**src/bus_bridge_response_parser_macros.svh**
```systemverilog
// assertion macros for the bus bridge response parser
`ifndef BUS_BRIDGE_RESPONSE_PARSER_MACROS_SVH
`define BUS_BRIDGE_RESPONSE_PARSER_MACROS_SVH

// condition must hold on every clock edge outside reset
`define BBRP_ASSERT(lbl, cond, msg) \
   lbl: assert property (@(posedge clock) disable iff (reset) (cond)) else $error(msg);

// trigger implies consequence on the next clock edge
`define BBRP_ASSERT_NEXT(lbl, trig, cons, msg) \
   lbl: assert property (@(posedge clock) disable iff (reset) (trig) |=> (cons)) \
      else $error(msg);

`endif

```
**src/bbrp_pkg.sv**
```systemverilog
// types, codes and helpers shared by the bus bridge response parser
`default_nettype none
package bbrp_pkg;

   localparam logic [1:0] OP_ISSUE   = 2'd0;
   localparam logic [1:0] OP_RX      = 2'd1;
   localparam logic [1:0] OP_TIMEOUT = 2'd2;

   localparam logic [2:0] K_DONE  = 3'd0;
   localparam logic [2:0] K_INTR  = 3'd1;
   localparam logic [2:0] K_UNEXP = 3'd2;
   localparam logic [2:0] K_UNREC = 3'd3;
   localparam logic [2:0] K_INV   = 3'd4;
   localparam logic [2:0] K_ERR   = 3'd5;
   localparam logic [2:0] K_BUSY  = 3'd6;

   localparam logic [2:0] S_OK      = 3'd0;
   localparam logic [2:0] S_ACK     = 3'd1;
   localparam logic [2:0] S_NOACK   = 3'd2;
   localparam logic [2:0] S_TIMEOUT = 3'd3;
   localparam logic [2:0] S_SYNTAX  = 3'd4;
   localparam logic [2:0] S_RESPERR = 3'd5;

   localparam logic [1:0] RT_NONE  = 2'd0;
   localparam logic [1:0] RT_VALUE = 2'd1;
   localparam logic [1:0] RT_CAPS  = 2'd2;
   localparam logic [1:0] RT_MULTI = 2'd3;

   localparam logic [7:0] CH_NL    = 8'h0A;
   localparam logic [7:0] CH_COLON = 8'h3A;
   localparam logic [7:0] CH_ZERO  = 8'h30;
   localparam logic [7:0] CH_UA    = 8'h41;
   localparam logic [7:0] CH_UB    = 8'h42;
   localparam logic [7:0] CH_UC    = 8'h43;
   localparam logic [7:0] CH_UD    = 8'h44;
   localparam logic [7:0] CH_UE    = 8'h45;
   localparam logic [7:0] CH_UF    = 8'h46;
   localparam logic [7:0] CH_UI    = 8'h49;
   localparam logic [7:0] CH_UM    = 8'h4D;
   localparam logic [7:0] CH_UR    = 8'h52;
   localparam logic [7:0] CH_US    = 8'h53;
   localparam logic [7:0] CH_UT    = 8'h54;
   localparam logic [7:0] CH_UU    = 8'h55;
   localparam logic [7:0] CH_UV    = 8'h56;
   localparam logic [7:0] CH_UW    = 8'h57;
   localparam logic [7:0] CH_LF    = 8'h66;
   localparam logic [7:0] CH_LI    = 8'h69;
   localparam logic [7:0] CH_LM    = 8'h6D;
   localparam logic [7:0] CH_LR    = 8'h72;
   localparam logic [7:0] CH_LU    = 8'h75;
   localparam logic [7:0] CH_LW    = 8'h77;

   typedef enum logic [3:0] {
      PH_START, PH_G_CODE, PH_G_A, PH_G_BSTART, PH_G_B, PH_G_SKIP,
      PH_MR_HEX, PH_MR_VAL, PH_MR_U, PH_MR_SKIP
   } phase_type;

   typedef enum logic [1:0] {
      ST_IDLE, ST_READ, ST_OUT
   } ctrl_state_type;

   typedef struct packed {
      logic [1:0] opcode;
      logic [7:0] request_code;
      logic [5:0] read_count;
      logic [7:0] rx_byte;
   } req_type;

   typedef struct packed {
      logic [2:0]  kind;
      logic [2:0]  status;
      logic [1:0]  ret_form;
      logic [15:0] value;
      logic [15:0] extra_value;
      logic [5:0]  value_index;
      logic        last;
   } rsp_type;

   typedef struct packed {
      logic take;
      logic rd;
      logic emit;
   } cmd_type;

   typedef struct packed {
      logic out_free;
      logic drain;
      logic drain_last;
   } stat_type;

   // valid flag then digit
   function automatic logic [4:0] hex_decode(input logic [7:0] b);
      logic [4:0] r;
      r = 5'd0;
      if (b >= 8'h30 && b <= 8'h39) r = {1'b1, 4'(b - 8'h30)};
      else if (b >= 8'h61 && b <= 8'h66) r = {1'b1, 4'(b - 8'h57)};
      else if (b >= 8'h41 && b <= 8'h46) r = {1'b1, 4'(b - 8'h37)};
      return r;
   endfunction

endpackage
`default_nettype wire

```
**src/bbrp_ctrl.sv**
```systemverilog
// controller: request acceptance and multi-read drain sequencing
`default_nettype none
module bbrp_ctrl
   import bbrp_pkg::*;
(
   input  wire logic     clock,
   input  wire logic     reset,
   input  wire logic     req_valid,
   output logic          req_stall,
   input  wire stat_type stat,
   output cmd_type       cmd
);

   ctrl_state_type state_ff, state_in;

   always_ff @(posedge clock) begin
      if (reset) state_ff <= ST_IDLE;
      else state_ff <= state_in;
   end

   always_comb begin
      state_in = state_ff;
      cmd = '0;
      req_stall = 1'b1;
      unique case (state_ff)
         ST_IDLE: begin
            req_stall = !stat.out_free;
            cmd.take = req_valid && stat.out_free;
            if (cmd.take && stat.drain) state_in = ST_READ;
         end
         ST_READ: begin
            cmd.rd = 1'b1;
            state_in = ST_OUT;
         end
         ST_OUT: begin
            if (stat.out_free) begin
               cmd.emit = 1'b1;
               state_in = stat.drain_last ? ST_IDLE : ST_READ;
            end
         end
         default: state_in = ST_IDLE;
      endcase
   end

endmodule
`default_nettype wire

```
**src/bbrp_datapath.sv**
```systemverilog
// datapath: line parser registers, read value memory and result register
`default_nettype none
module bbrp_datapath
   import bbrp_pkg::*;
#(
   parameter int MAX_READS = 32
)(
   input  wire logic    clock,
   input  wire logic    reset,
   input  wire req_type req_data,
   input  wire logic    rsp_stall,
   input  wire cmd_type cmd,
   output stat_type     stat,
   output logic         rsp_valid,
   output rsp_type      rsp_data
);

   localparam int CNT_W = $clog2(MAX_READS + 1);
   localparam int IDX_W = (MAX_READS > 1) ? $clog2(MAX_READS) : 1;

   logic             pend_ff, pend_in;
   logic [7:0]       pc_ff, pc_in;
   logic [CNT_W-1:0] er_ff, er_in;
   phase_type        ph_ff, ph_in;
   logic [7:0]       lc_ff, lc_in;
   logic [15:0]      fa_ff, fa_in;
   logic [15:0]      fb_ff, fb_in;
   logic [1:0]       fc_ff, fc_in;
   logic [2:0]       le_ff, le_in;
   logic [CNT_W-1:0] vp_ff, vp_in;
   logic [CNT_W-1:0] idx_ff;
   logic [15:0]      rd_data_ff;
   logic             rsp_valid_ff;
   rsp_type          rsp_data_ff;
   logic [15:0]      mem [MAX_READS];

   logic       we;
   logic       r_single, r_drain;
   rsp_type    r;
   logic       do_gen, do_multi, do_mr, hv;
   logic [3:0] hd;
   logic [7:0] b;
   logic [2:0] gst, okst;
   logic [7:0] exp_req, cur;
   logic [1:0] exp_n;

   assign b = req_data.rx_byte;
   assign {hv, hd} = hex_decode(req_data.rx_byte);

   always_comb begin
      pend_in = pend_ff; pc_in = pc_ff; er_in = er_ff; ph_in = ph_ff;
      lc_in = lc_ff; fa_in = fa_ff; fb_in = fb_ff; fc_in = fc_ff;
      le_in = le_ff; vp_in = vp_ff;
      we = 1'b0; r_single = 1'b0; r_drain = 1'b0; r = '0; r.last = 1'b1;
      do_gen = 1'b0; do_multi = 1'b0; do_mr = 1'b0;
      gst = K_DONE; okst = S_OK; exp_req = 8'd0; exp_n = 2'd0;
      cur = 8'd0;
      unique case (req_data.opcode)
         OP_ISSUE: begin
            if (pend_ff) begin
               r_single = 1'b1; r.kind = K_BUSY;
            end else if (req_data.request_code == CH_UT) begin
               r_single = 1'b1; r.kind = K_DONE;
            end else begin
               pend_in = 1'b1;
               pc_in = req_data.request_code;
               if (int'(req_data.read_count) > MAX_READS) er_in = CNT_W'(MAX_READS);
               else er_in = CNT_W'(req_data.read_count);
            end
         end
         OP_TIMEOUT: begin
            if (pend_ff) begin
               pend_in = 1'b0; r_single = 1'b1; r.status = S_TIMEOUT;
            end
         end
         OP_RX: begin
            unique case (ph_ff)
               PH_START: begin
                  lc_in = b; fa_in = '0; fb_in = '0; fc_in = '0; le_in = '0; vp_in = '0;
                  if (b == CH_NL) do_gen = 1'b1;
                  else if ((b == CH_UM || b == CH_LM) && pend_ff && pc_ff == CH_UM)
                     do_mr = 1'b1;
                  else ph_in = PH_G_CODE;
               end
               PH_G_CODE: begin
                  if (hv) begin
                     fa_in = 16'(hd); fc_in = 2'd1; ph_in = PH_G_A;
                  end else if (b == CH_NL) do_gen = 1'b1;
                  else begin
                     le_in = S_SYNTAX; ph_in = PH_G_SKIP;
                  end
               end
               PH_G_A: begin
                  if (hv) fa_in = {fa_ff[11:0], hd};
                  else if (b == CH_COLON) ph_in = PH_G_BSTART;
                  else if (b == CH_NL) do_gen = 1'b1;
                  else begin
                     le_in = S_SYNTAX; ph_in = PH_G_SKIP;
                  end
               end
               PH_G_BSTART: begin
                  if (hv) begin
                     fb_in = 16'(hd); fc_in = 2'd2; ph_in = PH_G_B;
                  end else begin
                     le_in = S_SYNTAX;
                     if (b == CH_NL) do_gen = 1'b1;
                     else ph_in = PH_G_SKIP;
                  end
               end
               PH_G_B: begin
                  if (hv) fb_in = {fb_ff[11:0], hd};
                  else if (b == CH_COLON) begin
                     fc_in = 2'd3; ph_in = PH_G_SKIP;
                  end else begin
                     le_in = S_SYNTAX;
                     if (b == CH_NL) do_gen = 1'b1;
                     else ph_in = PH_G_SKIP;
                  end
               end
               PH_G_SKIP: begin
                  if (b == CH_NL) do_gen = 1'b1;
                  else ph_in = PH_G_SKIP;
               end
               PH_MR_HEX: begin
                  if (hv) begin
                     fa_in = 16'(hd); ph_in = PH_MR_VAL;
                  end else begin
                     le_in = S_SYNTAX;
                     if (b == CH_NL) do_multi = 1'b1;
                     else ph_in = PH_MR_SKIP;
                  end
               end
               PH_MR_VAL: begin
                  if (hv) fa_in = {fa_ff[11:0], hd};
                  else begin
                     if (int'(vp_ff) < MAX_READS) begin
                        we = 1'b1; vp_in = vp_ff + 1'b1;
                     end
                     do_mr = 1'b1;
                  end
               end
               PH_MR_U: begin
                  le_in = hv ? S_RESPERR : S_SYNTAX;
                  if (b == CH_NL) do_multi = 1'b1;
                  else ph_in = PH_MR_SKIP;
               end
               PH_MR_SKIP: begin
                  if (b == CH_NL) do_multi = 1'b1;
                  else ph_in = PH_MR_SKIP;
               end
               default: ph_in = PH_START;
            endcase
         end
         default: ;
      endcase

      if (do_mr) begin
         if (vp_in >= er_ff) begin
            if (b == CH_NL) do_multi = 1'b1;
            else ph_in = PH_MR_SKIP;
         end else begin
            unique case (b)
               CH_LM: begin
                  le_in = S_NOACK; ph_in = PH_MR_HEX;
               end
               CH_UM: ph_in = PH_MR_HEX;
               CH_UU: ph_in = PH_MR_U;
               CH_NL: do_multi = 1'b1;
               default: begin
                  le_in = S_SYNTAX; ph_in = PH_MR_SKIP;
               end
            endcase
         end
      end

      if (do_gen) begin
         ph_in = PH_START;
         gst = (le_in != 3'd0) ? K_INV : K_DONE;
         unique case (lc_in) inside
            CH_UR: begin exp_req = CH_UR; exp_n = 2'd1; okst = S_ACK; end
            CH_LR: begin exp_req = CH_UR; exp_n = 2'd1; okst = S_NOACK; end
            CH_UW: begin exp_req = CH_UW; okst = S_ACK; end
            CH_LW: begin exp_req = CH_UW; okst = S_NOACK; end
            CH_UV: begin exp_req = CH_UV; exp_n = 2'd3; end
            CH_UI: begin gst = K_INTR; exp_n = 2'd1; end
            CH_UA, CH_UB, CH_US, CH_UC, CH_UF: exp_req = lc_in;
            CH_ZERO: exp_req = CH_NL;
            CH_UD, CH_LF, CH_LI, CH_LU: begin exp_req = lc_in; exp_n = 2'd1; end
            CH_UE, CH_UU: begin gst = K_ERR; exp_n = 2'd1; end
            CH_UM, CH_LM: gst = K_UNEXP;
            default: gst = K_UNREC;
         endcase
         cur = pend_ff ? pc_ff : 8'd0;
         if (gst == K_DONE) begin
            if (cur != exp_req) gst = K_UNEXP;
            else if (fc_in != exp_n) gst = K_INV;
         end else if (gst == K_INTR || gst == K_ERR) begin
            if (fc_in != exp_n) gst = K_INV;
         end
         r_single = 1'b1;
         r.kind = gst;
         if (gst == K_DONE) begin
            pend_in = 1'b0;
            r.status = okst;
            r.ret_form = (fc_in == 2'd0) ? RT_NONE : (fc_in == 2'd1) ? RT_VALUE : RT_CAPS;
            r.value = (fc_in != 2'd0) ? fa_in : 16'd0;
            r.extra_value = (fc_in == 2'd3) ? fb_in : 16'd0;
         end else if (gst == K_INTR || gst == K_ERR) begin
            r.value = fa_in;
         end
      end

      if (do_multi) begin
         ph_in = PH_START;
         if (!(pend_ff && pc_ff == CH_UM)) begin
            r_single = 1'b1; r.kind = K_UNEXP;
         end else begin
            pend_in = 1'b0;
            if (le_in >= S_SYNTAX) begin
               r_single = 1'b1; r.status = le_in; r.value_index = 6'(vp_in);
            end else if (vp_in == '0) begin
               r_single = 1'b1; r.status = le_in; r.ret_form = RT_MULTI;
            end else begin
               r_drain = 1'b1;
            end
         end
      end
   end

   always_ff @(posedge clock) begin
      if (reset) begin
         pend_ff <= 1'b0; pc_ff <= '0; er_ff <= '0; ph_ff <= PH_START;
         lc_ff <= '0; fa_ff <= '0; fb_ff <= '0; fc_ff <= '0; le_ff <= '0;
         vp_ff <= '0; idx_ff <= '0; rsp_valid_ff <= 1'b0;
      end else begin
         if (cmd.take) begin
            pend_ff <= pend_in; pc_ff <= pc_in; er_ff <= er_in; ph_ff <= ph_in;
            lc_ff <= lc_in; fa_ff <= fa_in; fb_ff <= fb_in; fc_ff <= fc_in;
            le_ff <= le_in; vp_ff <= vp_in; idx_ff <= '0;
         end else if (cmd.emit) begin
            idx_ff <= idx_ff + 1'b1;
         end
         if ((cmd.take && r_single) || cmd.emit) rsp_valid_ff <= 1'b1;
         else if (!rsp_stall) rsp_valid_ff <= 1'b0;
      end
   end

   always_ff @(posedge clock) begin
      if (cmd.take && we) mem[vp_ff[IDX_W-1:0]] <= fa_ff;
      if (cmd.rd) rd_data_ff <= mem[idx_ff[IDX_W-1:0]];
      if (cmd.take && r_single) rsp_data_ff <= r;
      else if (cmd.emit) begin
         rsp_data_ff.kind        <= K_DONE;
         rsp_data_ff.status      <= le_ff;
         rsp_data_ff.ret_form    <= RT_MULTI;
         rsp_data_ff.value       <= rd_data_ff;
         rsp_data_ff.extra_value <= 16'd0;
         rsp_data_ff.value_index <= 6'(idx_ff);
         rsp_data_ff.last        <= stat.drain_last;
      end
   end

   assign stat.out_free   = !rsp_valid_ff || !rsp_stall;
   assign stat.drain      = r_drain;
   assign stat.drain_last = (idx_ff == vp_ff - 1'b1);
   assign rsp_valid       = rsp_valid_ff;
   assign rsp_data        = rsp_data_ff;

endmodule
`default_nettype wire

```
**src/bus_bridge_response_parser.sv**
```systemverilog
// bus bridge response parser: top level
// requests enter on req_ (valid/stall): issue, received byte or timeout tick
// results leave on rsp_ (valid/stall) from an output register; last marks
// the final result caused by one request
// a request that yields one result shows it on rsp_ the cycle after it is
// accepted, and a new request can be accepted every cycle while the output
// register is free or being taken
// a multi-read line ending drains its stored values, each by a value memory
// read and then a load of the output register; requests are held off until
// the drain is done
// when the receiver stalls, the result holds and the request side stalls
// reset clears the pending request and returns the parser to line start;
// stored read values need no clearing
`default_nettype none
module bus_bridge_response_parser
   import bbrp_pkg::*;
#(
   parameter int MAX_READS = 32
)(
   input  wire logic    clock,
   input  wire logic    reset,
   input  wire logic    req_valid,
   output logic         req_stall,
   input  wire req_type req_data,
   output logic         rsp_valid,
   input  wire logic    rsp_stall,
   output rsp_type      rsp_data
);

`include "bus_bridge_response_parser_macros.svh"

   cmd_type  cmd;
   stat_type stat;

   bbrp_ctrl u_ctrl (
      .clock     (clock),
      .reset     (reset),
      .req_valid (req_valid),
      .req_stall (req_stall),
      .stat      (stat),
      .cmd       (cmd)
   );

   bbrp_datapath #(.MAX_READS(MAX_READS)) u_dp (
      .clock     (clock),
      .reset     (reset),
      .req_data  (req_data),
      .rsp_stall (rsp_stall),
      .cmd       (cmd),
      .stat      (stat),
      .rsp_valid (rsp_valid),
      .rsp_data  (rsp_data)
   );

   `BBRP_ASSERT(a_cmd_excl, $onehot0({cmd.take, cmd.rd, cmd.emit}), "overlapping commands")
   `BBRP_ASSERT_NEXT(a_rd_then_out, cmd.rd, req_stall, "request accepted during drain")
   `BBRP_ASSERT_NEXT(a_emit_valid, cmd.emit, rsp_valid, "drained value not presented")

endmodule
`default_nettype wire

```
**config.mk**
```make
export PLATFORM = sky130hd
export DESIGN_NAME = bus_bridge_response_parser
export DESIGN_NICKNAME = d
export VERILOG_FILES = /design/src/bbrp_pkg.sv /design/src/bbrp_ctrl.sv /design/src/bbrp_datapath.sv /design/src/bus_bridge_response_parser.sv
export VERILOG_INCLUDE_DIRS = /design/src /design/src/src
export SDC_FILE = /design/constraint.sdc
export NUM_CORES = 1
export LEC_CHECK = 0
export BUFFER_PORTS_ARGS = -buffer_cell sky130_fd_sc_hd__buf_2
export CAP_MARGIN = 10
export CORE_MARGIN = 2
export CORE_UTILIZATION = 50
export DETAILED_ROUTE_END_ITERATION = 6
export PLACE_DENSITY = 0.68
export SYNTH_ARGS = -nofsm -noshare
export SYNTH_HDL_FRONTEND = slang
export SYNTH_SLANG_ARGS = --single-unit
```
**constraint.sdc**
```tcl
create_clock -name clock -period 4.92 [get_ports clock]
set_input_delay 0.492 -clock clock [delete_from_list [all_inputs] [get_ports clock]]
set_output_delay 0.492 -clock clock [all_outputs]
set_load 0.02 [all_outputs]
```
Word-level counts from Yosys, hierarchy flattened
Memory sizes are Yosys's and may differ from the RTL's. A register that Yosys moved wholly into a read port is not among the register bits.
Index checks and enable logic that the tools add are counted.

storage, ports and cells
  RAM bits = 512
  memories kept = 1
  bits of input ports = 28
  register bits = 126
  output and inout port bits = 49

memories
  name      depth  width  read ports  clocked after Yosys merged registers in  write ports  RTL line             RTL
  u_dp.mem  32     16     1           1                                        1            bbrp_datapath.sv:35  logic [15:0] mem [MAX_READS];

cells by class
  magnitude comparators = 10
  add/subtract/negate cells = 6
  bitwise logic cells = 2
  mux-type cells = 146
  equal/unequal tests = 52
  reductions and logical operators = 49

operator list
  cell                   count
  $eq A8 B7 Y1 const B   24
  $mux W16               11
  $pmux W16 S3           2
  $mux W47               2
  $mux W4                17
  $mux W3                22
  $mux W1                45
  $mux W6                7
  $mux W40               1
  $mux W8                5
  $pmux W8 S5            1
  $pmux W4 S9            1
  $mux W5                6
  $reduce_or A2 Y1       15
  $mux W2                12
  $pmux W3 S6            1
  $reduce_or A9 Y1       2
  $eq A4 B3 Y1 const B   4
  $eq A8 B6 Y1 const B   2
  $ge A8 B7 Y1 const B   2
  $le A8 B7 Y1 const B   2
  $reduce_or A15 Y1      1
  $add A6 B1 Y6 const B  2
  $pmux W3 S4            1
  other kinds (42)       77

Logic depth before layout (Yosys ltp)
Gate-level depths: netlist (run 1).

  depth after elaboration = 30
  mapped depth = 21

Cells and area by module
A second synthesis (run 1) with hierarchy kept.

unflattened totals
  cells, all modules = 1820
  area total of the unflattened synthesis = 28205.8 um^2

by module, submodules not included
  module         cells an instance  area each (um^2)  seq. area each (um^2)  times used
  bbrp_datapath  1806               28048.2           18798.0                1
  bbrp_ctrl      14                 157.7             40.0                   1

Worst setup path before layout (run 1)
No wires, ideal clock.

  path type = input port to flip-flop
  start point = input port req_data[0] (netlist bit)
  end point = register u_dp.rsp_data_ff, in the netlist u_dp.rsp_data[39] (data pin)
  required time = 4652 ps
  data arrival time = 4942 ps
  library setup time = 268 ps
  cell stages on the path = 19
  slack = -290 ps
  cells stage by stage = buf_1 > inv_1 > ha_1 > nor3b_1 > or3_1 > clkbuf_1 > nand3_1 > mux2i_1 > ha_1 > or3b_2 > o2111ai_1 > a21oi_1 > a211o_1 > a22oi_1 > nand3_1 > o21a_1 > or2_2 > nand3b_1 > o21ai_0

between the ends
  word-level cells in the longest chain between the ends = 28
  elaborated cells on any way between the ends = 127

ends and longest elaborated chain
  what                                          RTL line                          RTL
  start: declaration                            bus_bridge_response_parser.sv:24  input wire req_type req_data,
  $ge A8 B7 Y1 or $le A8 B7 Y1 (tied branches)  bbrp_pkg.sv:97                    else if (b >= 8'h41 && b <= 8'h46) r = {1'b1, 4'(b - 8'h37)};
  $logic_and A1 B1 Y1                           bbrp_pkg.sv:97
  $mux W5                                       bbrp_pkg.sv:97
  $mux W5                                       bbrp_pkg.sv:96                    else if (b >= 8'h61 && b <= 8'h66) r = {1'b1, 4'(b - 8'h57)};
  $mux W5                                       bbrp_pkg.sv:95                    if (b >= 8'h30 && b <= 8'h39) r = {1'b1, 4'(b - 8'h30)};
  $mux W6 (tied with other cells)               bbrp_datapath.sv:134              if (hv) fa_in = {fa_ff[11:0], hd};
  $pmux W6 S2 or $pmux W3 S6 (tied branches)    bbrp_datapath.sv:77               unique case (ph_ff)
  $mux W6 or $mux W3 (tied branches)            bbrp_datapath.sv:58               unique case (req_data.opcode)
  [12 not listed]                               -
  $logic_not A3 Y1                              bbrp_datapath.sv:202              if (gst == K_DONE) begin
  $mux W5                                       bbrp_datapath.sv:202
  $mux W40                                      bbrp_datapath.sv:176              if (do_gen) begin
  $mux W5                                       bbrp_datapath.sv:221              end else if (vp_in == '0) begin
  $mux W2                                       bbrp_datapath.sv:219              if (le_in >= S_SYNTAX) begin
  $mux W5                                       bbrp_datapath.sv:215              if (!(pend_ff && pc_ff == CH_UM)) begin
  $mux W8                                       bbrp_datapath.sv:213              if (do_multi) begin
  $mux W47 *                                    bbrp_datapath.sv:251              if (cmd.take && r_single) rsp_data_ff <= r;
  end signal: assignment                        bbrp_datapath.sv:251
  end: declaration                              bbrp_datapath.sv:34               rsp_type rsp_data_ff;

Every way passes the cells marked *; elsewhere a longest branch is shown, timed or not. The select of a mux whose other input is x is not followed.
A chain may end at the register's enable or synchronous reset.

Worst setup path after layout (run 1)
  start point = register u_dp.vp_ff[0]
  end point = register u_dp.rsp_data_ff, in the netlist u_dp.rsp_data[8] (data pin)

between the ends
  word-level cells in the longest chain between the ends = 21
  elaborated cells on any way between the ends = 33

ends and longest elaborated chain
  what                                           RTL line                                    RTL
  start: declaration                             bbrp_datapath.sv:30                         logic [CNT_W-1:0] vp_ff, vp_in;
  start signal: assignment                       bbrp_datapath.sv:234                        vp_ff <= '0; idx_ff <= '0; rsp_valid_ff <= 1'b0;
  start signal: assignment                       bbrp_datapath.sv:239                        le_ff <= le_in; vp_ff <= vp_in; idx_ff <= '0;
  $add A6 B1 Y6 or $lt A6 B6 Y1 (tied branches)  bbrp_datapath.sv:137, bbrp_datapath.sv:136
  $mux W6 *                                      bbrp_datapath.sv:136                        if (int'(vp_ff) < MAX_READS) begin
  $mux W6 *                                      bbrp_datapath.sv:134
  $pmux W6 S2 *                                  bbrp_datapath.sv:77
  $mux W6 *                                      bbrp_datapath.sv:58
  via u_dp.vp_in[4]                              bbrp_datapath.sv:30
  $ge A6 B6 Y1                                   bbrp_datapath.sv:158                        if (vp_in >= er_ff) begin
  $mux W3                                        bbrp_datapath.sv:158
  [6 not listed]                                 -
  $logic_or A1 B1 Y1                             bbrp_datapath.sv:197                        end else if (gst == K_INTR || gst == K_ERR) begin
  $mux W3                                        bbrp_datapath.sv:197
  $mux W3                                        bbrp_datapath.sv:194                        if (gst == K_DONE) begin
  $mux W3                                        bbrp_datapath.sv:176
  $logic_not A3 Y1                               bbrp_datapath.sv:202
  $mux W16                                       bbrp_datapath.sv:202
  $mux W40                                       bbrp_datapath.sv:176
  $mux W47 *                                     bbrp_datapath.sv:251

The timed path passes the listed nets; every way through them passes the cells marked *. The select of a mux whose other input is x is not followed.

==> results of run 1 <==
==> critical path: stages (launching register included) <==
cell	delay (ns)
dfxtp_1	0.49
ha_1	0.23
or4b_1	0.47
nor4_1	0.30
mux2_2	0.39
inv_1	0.06
ha_1	0.15
o21a_1	0.12
nor2_1	0.03
a21oi_1	0.34
a211o_1	0.21
a21bo_2	0.25
o31ai_2	0.38
a32oi_2	0.18
buf_4	0.18
or4_1	0.49
nor2_1	0.11
==> kinds of logic after synthesis <==
family	Yosys count	synth area share
fa+ha+maj	16	0.00712
compound gates	273	0.0655
flops	654	0.670
mux	196	0.142
buf+inv	141	0.0202
simple gates	482	0.0886
xor+xnor	20	0.00623
==> how the worst max path moves through the flow <==
stage | from | to
floorplan | req_data[1] | u_dp.rsp_data[39]
detailed placement | req_data[3] | u_dp.rsp_data[8]
finish | u_dp.vp_ff[0] | u_dp.rsp_data[8]
CTS | u_dp.vp_ff[0] | u_dp.rsp_data[8]
global placement | req_data[3] | u_dp.rsp_data[8]
global route | u_dp.vp_ff[0] | u_dp.rsp_data[8]
==> power groups by stage <==
stage | combinational [mW] | clock (mW) | sequential, mW
after floorplan | 0.222 | 0 | 6.11
after global placement | 0.363 | 0 | 6.11
after detailed placement | 0.365 | 0 | 6.11
after CTS | 0.367 | 4.93 | 5.99
after global routing | 0.398 | 5.13 | 5.99
final | 0.370 | 4.84 | 5.99
==> metrics by stage <==
step	worst slack (ns)	power (mW)	hold WS, ns
2_1_floorplan	0.00334	6.33	0.457
3_3_place_gp	0.139	6.47	0.476
3_5_place_dp	0.0594	6.48	0.478
4_1_cts	0.367	11.3	0.118
5_1_grt	0.122	11.5	0.135
6_report	0.383	11.2	0.145
==> sequential cells by signal, summed over array words and instances, names as in the netlist, 2 cells and up <==
signal	flops
u_dp.pc_ff	8
u_dp.er_ff	6
u_dp.le_ff	3
u_dp.fc_ff	2
u_dp.vp_ff	6
u_dp.mem	512
u_dp.fb_ff	16
u_dp.ph_ff	4
u_ctrl.state_ff	2
u_dp.fa_ff	16
u_dp.rsp_data	47
u_dp.rd_data_ff	16
u_dp.lc_ff	8
u_dp.idx_ff	6
==> layout make-up <==
cell class	instances	area (µm²)	area share
flip-flops and latches	654	18800	0.584
multi-input cells	987	8770	0.272
clock buffers	84	1790	0.0556
repair buffers	200	1500	0.0465
well taps	748	936	0.0290
clock inverters	36	318	0.00985
inverters	27	101	0.00314
==> synth_stat cells, drive strengths merged (18+ instances only) <==
cell	instances
a21oi	67
a22oi	32
buf	27
clkbuf	87
dfxtp	80
edfxtp	574
inv	27
mux2	20
mux4	160
nand2	127
nand2b	18
nand3	30
nand4	18
nor2	144
nor3	28
o21ai	59
==> layer usage <==
metal | global-route usage | share of wire | wire length [µm] | vias up
li1 | - | - | - | 7408
met1 | 0.342 | 0.40 | 29200 | 8602
met2 | 0.442 | 0.51 | 37700 | 645
met3 | 0.0355 | 0.061 | 4480 | 124
met4 | 0.0849 | 0.032 | 2370 | 0
met5 | 0 | 0 | 0 | -
==> impl_metrics.csv, run 1 <==
group,metric,value,unit
final_layout,final_common_cell,"edfxtp_1",
placement,hpwlAfterDp,46.1,mm
clock_tree,cts_root_buf,"clkbuf_16",
timing,finClkSkew,0.0276,ns
clock_tree,postCtsSetupBuffers,0,
power,power_switching,2.42,mW
clock_tree,clockBufferDepth,3,
clock_tree,clock_latency,0.62,ns
clock_tree,clk_pin_slew,0.06,ns
logic_synthesis,synth_largest_area_cell,"edfxtp_1",
worst_hold_path,hold_end,"u_dp.pc_ff[1]",
logic_synthesis,synthCells,1782,
final_layout,fin_nets,1982,
logic_synthesis,synth_seq_area_share,0.670,
timing,relSlewSlack,0.171,
setup_path,cp_data_arrival_time,5.01,ns
power,p_int,8.78,mW
die,ios,77,
global_route,grt_pass1_wl,109,mm
die,die_w,241,µm
setup_path,rrSetupSlack,0.38,ns
setup_path,r2r-start,"u_dp.vp_ff[0]",
route,initialDrtViolationCount,1841,
power,clock_power_share,0.432,
placement,placed_area,30000,µm²
timing,period_needed,4.54,ns
timing,hold_viol,0,
final_layout,utilization,0.583,
global_route,gr-total-overflow,0,
power,netSwitchingFraction,0.216,
route,drc_errors,0,
die,fp.dieH,241,µm
run_status,outcome,"finished clean",
die,dieArea,58100,µm²
die,placementRows,86,
route,routed_wl,73.8,mm
power,max-vdd-ir-drop,298,µV
logic_synthesis,yosys_warnings,0,
logic_synthesis,syn-num-nets,1826,
die,initial_core_util,0.508,
timing,worst_slew_pin_slew,1.24,ns
timing,rsz0062_at_grt,"false",
timing,max_freq,220,MHz
setup_path,crit_fanout,8,
logic_synthesis,syn_area,28100,µm²
logic_synthesis,syn_area_per_cell,15.8,µm²
worst_hold_path,holdPathStages,3,
placement,place_inst,2611,
logic_synthesis,synth_flop_cell,"edfxtp_1",
timing,slew_viol_final,0,
setup_path,cp-end-kind,"flop",
timing,finalSetupViolations,0,
setup_path,reg2reg_depth,16,
placement,gp_congestion,0.998,
logic_synthesis,ys_top_cells_by_area,"edfxtp_1 61%, mux4_2 13%, dfxtp_1 5.7%",
final_layout,layout_common_cells,"574 x edfxtp_1, 160 x mux4_2, 126 x nand2_1",
route,via_per_inst,6.13,
timing,fin_setup_tns,0,ns
setup_path,r2r-end,"u_dp.rsp_data[8]",
global_route,track_usage,0.258,
logic_synthesis,synth_top_area_frac,0.613,
final_layout,postLayoutCellArea,32300,µm²
timing,post-route-period-util,0.922,
final_layout,nFillCells,4227,
worst_hold_path,min_from,"req_data[15]",
placement,portBuffers,76,
clock_tree,cts_buffers,68,
route,ant_nets,0,
route,vias,16779,
logic_synthesis,synth-edff-count,574,
clock_tree,clock-sinks,654,
clock_tree,cts_tree,"done",
clock_tree,htree_levels,3,
route,first_pass_iters,6,
power,p_per_area,347,nW/µm²
final_layout,stdcell_count,2736,
power,seqPwrFrac,0.535,
setup_path,crit_path_start_kind,"flop",
setup_path,critical_path_class,"reg -> reg",
global_route,antenna_found_initial,1,
die,core,55300,µm²
logic_synthesis,ys_async_sr_fraction,0,
route,routedWlPerCell,27.0,µm
power,p_leak,9.33,nW
final_layout,drive_gt1_frac,0.268,
global_route,grt_start_max_net_pins,60,
logic_synthesis,synth_cell_types,88,
clock_tree,ctsHoldBuffers,0,
worst_hold_path,hold_path_class,"in -> reg",
job,drv_cap,0,
final_layout,area_growth,14.8,%
global_route,first_global_vias,16868,
final_layout,n_antenna_cell,0,
logic_synthesis,ys_ff_latch,654,
clock_tree,cts_resized,0,
setup_path,cp_data_required_time,5.39,ns
power,combinationalPowerShare,0.033,
(Power assumes the default switching activity.)
==> run 2: changes to the inputs <==
--- a/config.mk
+++ b/config.mk
@@ -11,7 +11,7 @@
 export CORE_MARGIN = 2
 export CORE_UTILIZATION = 50
 export DETAILED_ROUTE_END_ITERATION = 6
-export PLACE_DENSITY = 0.68
+export PLACE_DENSITY = 0.65
 export SYNTH_ARGS = -nofsm -noshare
 export SYNTH_HDL_FRONTEND = slang
 export SYNTH_SLANG_ARGS = --single-unit
==> constraint.sdc (replaced) <==
create_clock -name clock -period 4.55 [get_ports clock]
set_input_delay 0.455 -clock clock [delete_from_list [all_inputs] [get_ports clock]]
set_output_delay 0.455 -clock clock [all_outputs]
set_load 0.02 [all_outputs]
==> impl_metrics.csv, run 2 (same netlist as run 1, synthesis figures left out) <==
group,metric,value,unit
clock_tree,cts_tree,"done",
timing,worst_slew_pin_slew,1.24,ns
worst_hold_path,hold_path_class,"in -> reg",
die,core,55300,µm²
die,placementRows,86,
route,drc_errors,0,
global_route,antenna_found_initial,0,
final_layout,area_growth,16.0,%
final_layout,n_antenna_cell,0,
global_route,first_global_vias,16712,
timing,rsz0062_at_grt,"false",
timing,fin_setup_tns,0,ns
global_route,gr-total-overflow,0,
setup_path,crit_path_start_kind,"flop",
clock_tree,clock-sinks,654,
global_route,track_usage,0.259,
setup_path,path_cells,"buf_4 > nor4_1 > nand2_1 > nand2_1 > mux2_2 > inv_1 > ha_1 > a2111oi_2 > a21oi_2 > a211o_1 > buf_4 > a22oi_2 > nand3_1 > o21a_1 > buf_4 > a41oi_1 > o21ai_0",
route,initialDrtViolationCount,1561,
global_route,grt_pass1_wl,108,mm
timing,finalSetupViolations,0,
final_layout,layout_common_cells,"574 x edfxtp_1, 160 x mux4_2, 129 x nor2_1",
route,vias,16956,
power,p_leak,9.50,nW
final_layout,utilization,0.589,
setup_path,cp_data_arrival_time,4.62,ns
clock_tree,cts_root_buf,"clkbuf_16",
clock_tree,cts_buffers,70,
timing,hold_viol,0,
timing,finClkSkew,0.0377,ns
final_layout,fin_nets,2005,
die,dieArea,58100,µm²
clock_tree,clock_latency,0.63,ns
clock_tree,clk_pin_slew,0.06,ns
setup_path,cp-end-kind,"flop",
final_layout,drive_gt1_frac,0.277,
timing,relSlewSlack,0.172,
clock_tree,clockBufferDepth,3,
timing,hold_slack,0.113,ns
power,p_per_area,378,nW/µm²
route,routedWlPerCell,26.6,µm
route,first_pass_iters,7,
die,ios,77,
final_layout,final_common_cell,"edfxtp_1",
route,via_per_inst,6.14,
setup_path,crit_fanout,7,
placement,gp_congestion,0.976,
setup_path,cp_data_required_time,4.88,ns
setup_path,critPathBufInv,4,
run_status,outcome,"finished clean",
setup_path,critical_path_class,"reg -> reg",
die,initial_core_util,0.508,
placement,hpwlAfterDp,47.2,mm
die,die_w,241,µm
job,drv_cap,0,
setup_path,rrSetupSlack,0.26,ns
placement,portBuffers,76,
setup_path,critPathSlowestCell,"nor4_1",
power,max-vdd-ir-drop,277,µV
route,routed_wl,73.6,mm
setup_path,cp_common_cell,"buf_4",
power,power.total,12.3,mW
setup_path,crit_family,"compound AO/OA/AOI/OAI gates",
final_layout,stdcell_count,2763,
setup_path,cpPeakStageDelay,0.47,ns
timing,slew_viol_final,0,
timing,max_freq,233,MHz
timing,period_needed,4.29,ns
final_layout,largest_reg_flops,512,
route,ant_nets,0,
placement,place_inst,2628,
clock_tree,htree_levels,3,
die,fp.dieH,241,µm
timing,post-route-period-util,0.943,
global_route,grt_start_max_net_pins,46,
[run 2: cell types whose count changed in the layout (fill, tap and decap cells not counted), moves of 2 or more]
cell / before / now
buf_12: 7 / 11
buf_16: 5 / 7
buf_4: 112 / 125
buf_8: 0 / 2
bufinv_16: 1 / 3
clkbuf_1: 14 / 21
clkinv_1: 17 / 7
clkinv_16: 4 / 2
clkinv_2: 8 / 14
clkinv_4: 3 / 0
clkinvlp_4: 0 / 4
nor2_1: 116 / 129
nor2_2: 26 / 13
[run 2: through the flow]
stage	cell area, µm²	worst slack [ns]
after floorplan	28200	0.000379
after global placement	30200	0.00639
after CTS	32400	0.246
after global routing	32600	0.0365
after detailed placement	30200	-0.0487
final	32600	0.262
[run 2: timing repair]
action | in CTS | in global routing
endpoints found under the setup margin | 0 | 30
hold buffers | 0 | 0
buffers inserted | 0 | 0
resized for setup | 0 | 1
[run 2: cell type report]
type / instances / area [µm²]
fill: 4280 / 22700
sequential: 654 / 18800
multi-input combinational: 987 / 8770
clock buffer: 91 / 1830
timing repair buffer: 221 / 1760
tap: 748 / 936
clock inverter: 35 / 350
inverter: 27 / 101
[run 2: per-layer routing]
metal	wire, µm	share of wire	GRT usage	vias up
met4	2670	0.036	0.0965	0
met3	4720	0.064	0.0469	127
met5	0	0	0	-
met1	29500	0.40	0.339	8716
li1	-	-	-	7453
met2	36700	0.50	0.434	660
[run 2: path summary, 6_finish.rpt]
check                                   start                end  depth (start not counted)
worst min register to register  u_dp.er_ff[3]      u_dp.er_ff[3]                          2
worst max-delay path            u_dp.ph_ff[1]  u_dp.rsp_data[39]                         17
worst max register to register  u_dp.ph_ff[1]  u_dp.rsp_data[39]                         17
worst min-delay path             req_data[17]      u_dp.pc_ff[3]                          3
[run 2: worst reg2reg max path: stages, from the launching register on]
cell,delay (ns)
dfxtp_1,0.33
buf_4,0.16
nor4_1,0.47
nand2_1,0.38
nand2_1,0.15
mux2_2,0.17
inv_1,0.04
ha_1,0.30
a2111oi_2,0.41
a21oi_2,0.17
a211o_1,0.30
buf_4,0.14
a22oi_2,0.13
nand3_1,0.10
o21a_1,0.24
buf_4,0.13
a41oi_1,0.24
o21ai_0,0.13
[run 2: where the power goes]
group	internal (mW)	leakage, nW	switching [mW]
Sequential	6.45	5.17	0.0265
Clock	3.06	1.05	2.36
Combinational	0.147	3.27	0.266
